File: src/hw/rtl/zigzag_matrix_reorder_assert.svh
// Assertion helpers for the zigzag reorder block.
// Each macro expects clk and rst in scope.
`ifndef ZIGZAG_MATRIX_REORDER_ASSERT_SVH
`define ZIGZAG_MATRIX_REORDER_ASSERT_SVH

// Consequent holds in the same cycle as the antecedent.
`define ZZMR_ASSERT_SAME(lbl, ante, cons) \
  lbl: assert property (@(posedge clk) disable iff (rst) (ante) |-> (cons)) \
    else $error("zzmr assertion failed");

// Consequent holds in the cycle after the antecedent.
`define ZZMR_ASSERT_NEXT(lbl, ante, cons) \
  lbl: assert property (@(posedge clk) disable iff (rst) (ante) |=> (cons)) \
    else $error("zzmr assertion failed");

`endif

File: src/hw/rtl/zzmr_pkg.sv
package zzmr_pkg;

  localparam int MAX_DIM_DEFAULT = 8;

  // configuration register widths and indexes
  localparam int CFG_W     = 4;
  localparam int CFG_IDX_W = 1;
  localparam logic [CFG_IDX_W-1:0] REG_ROW_COUNT = 1'b0;
  localparam logic [CFG_IDX_W-1:0] REG_COL_COUNT = 1'b1;
  localparam logic [CFG_W-1:0]     DIM_RESET     = 4'd8;

  localparam int ELEM_W = 32;

  typedef enum logic {
    ST_LOAD,
    ST_EMIT
  } zzmr_state_t;

endpackage

File: src/hw/rtl/zigzag_matrix_reorder.sv
// channel   direction  handshake            payload
// cfg       in         cfg_write            cfg_index, cfg_data
// in        in         in_valid/in_ready    element
// out       out        out_valid/out_ready  element_out, frame_last
//
// Loading writes each accepted element into the element buffer; emission
// reads them out in zigzag order, paced by the single read port of the buffer.
// in_ready is low while the diagonal sequencer walks the buffer.
// A stalled output holds the sequencer; loading resumes as soon as the last
// read is issued. Reset clears the load count and sets both dimensions to 8.
`include "zigzag_matrix_reorder_assert.svh"

module zigzag_matrix_reorder #(
  parameter int MAX_DIM = zzmr_pkg::MAX_DIM_DEFAULT
) (
  input  logic                                 clk,
  input  logic                                 rst,
  input  logic                                 cfg_write,
  input  logic [zzmr_pkg::CFG_IDX_W-1:0]       cfg_index,
  input  logic [zzmr_pkg::CFG_W-1:0]           cfg_data,
  input  logic                                 in_valid,
  output logic                                 in_ready,
  input  logic signed [zzmr_pkg::ELEM_W-1:0]   element,
  output logic                                 out_valid,
  input  logic                                 out_ready,
  output logic signed [zzmr_pkg::ELEM_W-1:0]   element_out,
  output logic                                 frame_last
);

  localparam int DEPTH = MAX_DIM * MAX_DIM;
  localparam int AW    = (DEPTH > 1) ? $clog2(DEPTH) : 1;
  localparam int CW    = $clog2(DEPTH + 1);
  localparam int DW    = $clog2(2 * MAX_DIM);

  logic [zzmr_pkg::CFG_W-1:0] row_count;
  logic [zzmr_pkg::CFG_W-1:0] col_count;
  logic [CW-1:0]              load_count;
  zzmr_pkg::zzmr_state_t      state, state_next;
  logic [DW-1:0]              diag;
  logic [DW-1:0]              pos;

  logic signed [zzmr_pkg::ELEM_W-1:0] store [DEPTH];

  logic [DW-1:0]   rows_d, cols_d;
  logic [2*DW-1:0] rows_w, cols_w;
  logic [CW-1:0]   total;
  logic [DW-1:0]   last_diag;
  logic [DW-1:0]   cur_hi, next_lo;
  logic [DW-1:0]   r_idx, c_idx;
  logic [2*DW-1:0] addr_full;
  logic            in_take;
  logic            frame_done;
  logic            out_load;
  logic            issue;
  logic            diag_end;

  function automatic logic [DW-1:0] clamp_dim(input logic [zzmr_pkg::CFG_W-1:0] raw);
    logic [DW-1:0] res;
    if (raw == '0) begin
      res = DW'(1);
    end else if (32'(raw) > MAX_DIM) begin
      res = DW'(MAX_DIM);
    end else begin
      res = DW'(raw);
    end
    return res;
  endfunction

  // first position on diagonal d: even diagonals clip on rows, odd on cols
  function automatic logic [DW-1:0] diag_lo(input logic [DW-1:0] d,
                                            input logic [DW-1:0] r,
                                            input logic [DW-1:0] c);
    logic [DW-1:0] lim;
    logic [DW-1:0] d1;
    lim = d[0] ? c : r;
    d1  = d + DW'(1);
    return (d1 > lim) ? (d1 - lim) : '0;
  endfunction

  function automatic logic [DW-1:0] diag_hi(input logic [DW-1:0] d,
                                            input logic [DW-1:0] r,
                                            input logic [DW-1:0] c);
    logic [DW-1:0] lim;
    lim = (d[0] ? r : c) - DW'(1);
    return (d < lim) ? d : lim;
  endfunction

  assign rows_d    = clamp_dim(row_count);
  assign cols_d    = clamp_dim(col_count);
  assign rows_w    = (2*DW)'(rows_d);
  assign cols_w    = (2*DW)'(cols_d);
  assign total     = CW'(rows_w * cols_w);
  assign last_diag = rows_d + cols_d - DW'(2);

  assign cur_hi   = diag_hi(diag, rows_d, cols_d);
  assign next_lo  = diag_lo(diag + DW'(1), rows_d, cols_d);
  assign diag_end = (pos == cur_hi);

  // even diagonal: pos is the column (moving up-right); odd: pos is the row
  assign r_idx     = diag[0] ? pos : (diag - pos);
  assign c_idx     = diag[0] ? (diag - pos) : pos;
  assign addr_full = (2*DW)'(r_idx) * cols_w + (2*DW)'(c_idx);

  assign in_take    = in_valid && in_ready;
  assign frame_done = (load_count + CW'(1)) == total;
  assign out_load   = !out_valid || out_ready;
  assign issue      = (state == zzmr_pkg::ST_EMIT) && out_load;

  always_comb begin
    state_next = state;
    in_ready   = 1'b0;
    unique case (state)
      zzmr_pkg::ST_LOAD: begin
        in_ready = 1'b1;
        if (in_take && frame_done) begin
          state_next = zzmr_pkg::ST_EMIT;
        end
      end
      zzmr_pkg::ST_EMIT: begin
        if (issue && (diag == last_diag)) begin
          state_next = zzmr_pkg::ST_LOAD;
        end
      end
      default: state_next = zzmr_pkg::ST_LOAD;
    endcase
  end

  always_ff @(posedge clk) begin
    if (rst) begin
      state      <= zzmr_pkg::ST_LOAD;
      row_count  <= zzmr_pkg::DIM_RESET;
      col_count  <= zzmr_pkg::DIM_RESET;
      load_count <= '0;
      diag       <= '0;
      pos        <= '0;
      out_valid  <= 1'b0;
    end else begin
      state <= state_next;
      if (cfg_write) begin
        unique case (cfg_index)
          zzmr_pkg::REG_ROW_COUNT: row_count <= cfg_data;
          zzmr_pkg::REG_COL_COUNT: col_count <= cfg_data;
          default: ;
        endcase
        load_count <= '0;
      end else if (in_take) begin
        load_count <= frame_done ? '0 : (load_count + CW'(1));
      end
      if (in_take && frame_done) begin
        diag <= '0;
        pos  <= '0;
      end else if (issue) begin
        if (diag_end) begin
          diag <= diag + DW'(1);
          pos  <= next_lo;
        end else begin
          pos <= pos + DW'(1);
        end
      end
      if (out_load) begin
        out_valid <= (state == zzmr_pkg::ST_EMIT);
      end
    end
  end

  // buffer: one write port for loading, one registered read into the output
  always_ff @(posedge clk) begin
    if (in_take) begin
      store[load_count[AW-1:0]] <= element;
    end
    if (issue) begin
      element_out <= store[addr_full[AW-1:0]];
      frame_last  <= (diag == last_diag);
    end
  end

  `ZZMR_ASSERT_SAME(a_load_in_range, 1'b1, load_count < total)
  `ZZMR_ASSERT_NEXT(a_frame_start, in_take && frame_done,
                    (state == zzmr_pkg::ST_EMIT) && (load_count == '0) && (diag == '0))
  `ZZMR_ASSERT_SAME(a_pos_on_diag, state == zzmr_pkg::ST_EMIT,
                    (pos >= diag_lo(diag, rows_d, cols_d)) && (pos <= cur_hi))
  `ZZMR_ASSERT_SAME(a_emit_not_ready, state == zzmr_pkg::ST_EMIT, !in_ready)

endmodule

File: config.mk
export PLATFORM = sky130hd
export DESIGN_NAME = zigzag_matrix_reorder
export DESIGN_NICKNAME = d
export VERILOG_FILES = /design/src/hw/rtl/zzmr_pkg.sv /design/src/hw/rtl/zigzag_matrix_reorder.sv
export VERILOG_INCLUDE_DIRS = /design/src /design/src/hw/rtl
export SDC_FILE = /design/constraint.sdc
export NUM_CORES = 2
export LEC_CHECK = 0
export ABC_CLOCK_PERIOD_IN_PS = 6560
export BUFFER_PORTS_ARGS = -buffer_cell sky130_fd_sc_hd__buf_2
export CORE_ASPECT_RATIO = 1.5
export CORE_MARGIN = 2
export CORE_UTILIZATION = 25
export DETAILED_ROUTE_END_ITERATION = 8
export SYNTH_ARGS = -nofsm -noshare
export SYNTH_HDL_FRONTEND = slang
export SYNTH_SLANG_ARGS = --single-unit
File: constraint.sdc
create_clock -name clk -period 6.56 [get_ports clk]
set_input_delay 0.984 -clock clk [delete_from_list [all_inputs] [get_ports clk]]
set_output_delay 0.984 -clock clk [all_outputs]
set_load 0.02 [all_outputs]
==> run summary <==
The number of DRC markers after the initial detailed-route iteration came out at 3524. Buffers placed on the I/O ports in this run total 76. The number of buffers created by CTS is 175. The maximum number of pins on one net before global-route repair is 65. The worst setup path is of the reg2reg kind.

The footprint of the multi-input gates is 18610 sq um. The starting density of the core came out at 25.08%. The number of vias per cell came out at 4.573.

The width of the die is 471.2 um. The path with the worst hold slack has its endpoint at row_count[2]. The synthesized netlist net count is roughly 3500. The worst-case headroom to the max-slew limit came out at 15.37%.

In this run the most critical hold path is launched from cfg_data[2]. For this design the static power due to leakage is 27.68 nW. The first-pass iteration count of the detailed router is 5.

The depth of the worst register-to-register path is 17. Once routing completed, OpenROAD measured the worst setup slack at 0.6712 ns. Global routing finished with a remaining overflow of 0. In this run the critical register-to-register path is captured at element_out[7]. The reg-to-reg critical path startpoint is diag[1]. The critical path startpoint category is a flop. Compared with the post-synthesis result, the final layout area differs by 14.89%. The slew of the pin with the lowest slew margin came out at 1.269 ns. The register clock-pin slew on the reported worst setup and hold paths came out at 0.08 ns. Summing all flip-flop and latch instances after layout gives 62990 sq um. The share of synthesized registers carrying an async set or reset is 0%. A synthesized cell averages 23.76 sq um.

The critical-path cell with the highest stage delay is sky130_fd_sc_hd__fa_1. The residual DRC count came out at 0. The number of violations of the max-capacitance limit came out at 0.

The worst IR drop on VDD is 0.1706 mV. The required time of the critical path is 7.14 ns. The wire-length estimate of the detail-placed layout is approximately 130000 um. The tree is rooted in a sky130_fd_sc_hd__clkbuf_16.

The clock drives between 2000 and 2500 sinks. The synthesized netlist occupies a cell area of just over 80000 sq um. The library cell used most frequently in the layout, excluding fill and tap cells, is sky130_fd_sc_hd__edfxtp_1. The run finished with clean final reports. The post-CTS resize count is 0.

The number of endpoints with negative hold slack in the final report came out at 0. The area of the die is approximately 330000 sq um. In the final design database the tool counted roughly 3700 nets. In the layout the commonest cells are 2081 x sky130_fd_sc_hd__edfxtp_1, 640 x sky130_fd_sc_hd__mux4_2, 179 x sky130_fd_sc_hd__clkbuf_16. The synthesis-stage register bit count came out at 2106. The maximum achievable frequency is 169.8 MHz.

The initial antenna violation count came out at 19. The number of primary I/O pins came out at 77. TritonCTS built the clock tree. The number of global-route vias before repair is 38359. The post-detailed-routing wire length is 208600 um. The number of cells produced by synthesis came out at 3445. On the final layout, the worst hold slack is 0.4277 ns. Global routing consumed, over all layers together, 12.24% of the routing resources.

The kind of end point of the critical path is a flop. The die height is ~700 um. The deepest level of the CTS H-tree came out at 4. The post-CTS setup buffer count is 0.

In this run the power density over the cells is approximately 270 nW/um^2. The number of warning messages in the yosys log is 0. The critical-path maximum fanout came out at 27. The critical path arrival is around 6.5 ns. In this run the worst hold path is classified as in2reg. The floorplan has between 200 and 300 rows. The number of different library cells used by synthesis comes to 54. The cell seen most often among critical-path stages is sky130_fd_sc_hd__fa_1. The share of the yosys chip area belonging to registers came out at 76.95%. The deepest clock path buffer count is 4. The fraction of layout instances using a drive strength above 1 came out at 30.53%. The final-layout setup total negative slack is 0 ns.

The insertion delay of the later-clocked pin in the worst-skew pair is around 0.83 ns. The first-pass GRT wire length came out at between 200000 and 300000 um. The clock period minus worst slack is 5.889 ns. The placer congestion estimate came out at 0.7934.

In this run the remaining antenna-violating nets after routing total 0. The routed length per instance came out at about 26 um. The worst clock skew is 0.03902 ns. The highest cell delay on the worst timing path is 0.57 ns.

The share of the core filled with cells in the final layout came out at 28.82%. The signal on the critical path passes through inv_1 -> fa_1 -> xor2_1 -> nor2_1 -> a21oi_1 -> nor2_1 -> fa_1 -> fa_1 -> fa_1 -> ha_1 -> xor2_4 -> buf_12 -> buf_12 -> buf_4 -> mux4_2 -> mux2i_1 -> mux2i_1. The core area is 326400 sq um. The internal reg-to-reg setup slack came out at 0.67 ns. Setup repair after global routing left no endpoint under its margin.

The number of cells on the worst hold path is 3. The max-slew violation count is 0. The post-placement worst setup slack is 0.7021 ns. The count of hold buffers inserted by post-cts repair is 0. Yosys mapped a number of flops with a built-in enable equal to ~2100. The dominant register cell in the synthesized netlist is sky130_fd_sc_hd__edfxtp_1. The final cycle utilization of the critical path is 89.77%.

The number of setup violations in the final report is 0. The final route contains 36828 vias. The filler cells instantiated in the layout total about 31000.
-- area by class of cell --
type                    instances  share of cell area (%)
inverters                      35                  0.1397
diodes                          8                 0.02129
multi-input cells            1127                   19.78
well taps                    4273                   5.685
clock buffers                 217                   4.914
flip-flops and latches       2106                   66.98
clock inverters                86                  0.7783
repair buffers                202                   1.703
-- metrics by stage --
step	total power, mW	cell area [sq um]	std cells
global route	26.39	94040	8052
floorplan	15.46	81860	3445
global placement	15.81	88680	7743
CTS	25.92	94030	8046
finish	25.72	94050	8054
detailed placement	15.84	88680	7743
-- cells in the mapped netlist (all sizes together), types with 2 or more instances --
cell type / count / share of area, %
mux4: 640 / 18
ha: 43 / 0.66
a211o: 2 / 0.021
or3: 11 / 0.084
and3: 2 / 0.015
o21ai: 8 / 0.049
or2: 2 / 0.015
and4: 2 / 0.024
o22ai: 2 / 0.015
edfxtp: 2081 / 76
nand2b: 5 / 0.038
xor2: 16 / 0.17
a31oi: 4 / 0.031
nor4: 2 / 0.015
or4: 4 / 0.037
inv: 35 / 0.16
a2bb2oi: 2 / 0.021
buf: 59 / 0.29
mux2i: 102 / 1.2
o21bai: 2 / 0.018
o31ai: 3 / 0.028
a21boi: 2 / 0.018
nor3: 6 / 0.037
a21o: 8 / 0.073
o21a: 2 / 0.018
nand3: 16 / 0.098
nor2: 109 / 0.50
nand4: 2 / 0.015
o211ai: 2 / 0.018
xnor2: 21 / 0.22
a21oi: 28 / 0.17
a211oi: 5 / 0.046
nor2b: 7 / 0.053
clkbuf: 118 / 0.54
o21ba: 2 / 0.024
nand3b: 4 / 0.037
dfxtp: 25 / 0.61
fa: 13 / 0.32
nand2: 36 / 0.17
a2111o: 2 / 0.028
-- flip-flops by register name (all words and copies together), names as in the netlist --
| register | flops |
|---|---|
| element_out | 32 |
| diag | 4 |
| row_count | 4 |
| out_valid | 1 |
| pos | 4 |
| store | 2048 |
| state | 1 |
| col_count | 4 |
| load_count | 7 |
| frame_last | 1 |
-- worst max-delay path, delay by kind of cell, from the launching register on --
kind / cells / cell delay (ns)
fa+ha+maj: 5 / 2.31
mux: 3 / 0.82
compound gates: 1 / 0.32
simple gates: 2 / 0.18
buf+inv: 4 / 0.96
xor+xnor: 2 / 0.40
flops: 1 / 0.56
-- routing by layer --
layer | part of all wire (%) | GRT usage [%] | routed length, um
met4 | 2.6 | 3.467 | 5332
met3 | 4.0 | 1.231 | 8416
met2 | 56 | 23.63 | 117000
met5 | 0.013 | 0 | 27
met1 | 37 | 14.13 | 77800
-- power breakdown --
group	switching [mW]	internal (mW)
Combinational	0.457	0.253
Sequential	0.0131	14.8
Clock	4.72	5.47
-- kinds of logic after synthesis --
kind of cell,share of synthesized area [%]
AOI/OAI and AO/OA,0.6236
xor gates and xnor gates,0.4234
buffers and inverters,0.9904
and+or+nand+nor,1.165
other,0.004581
muxes,18.87
adders and majority gates,0.9752
DFF,76.95
-- worst max-delay path by stage --
stage,from,endpoint,slack (ns),cells after the start
floorplan,diag[0],element_out[11],0.50,19
global route,diag[1],element_out[5],0.34,17
detailed placement,diag[1],element_out[7],0.70,17
CTS,diag[1],element_out[7],0.66,17
finish,diag[1],element_out[7],0.67,17
global placement,diag[1],element_out[6],0.69,17
Note: power is estimated with default switching activity, not from simulation.
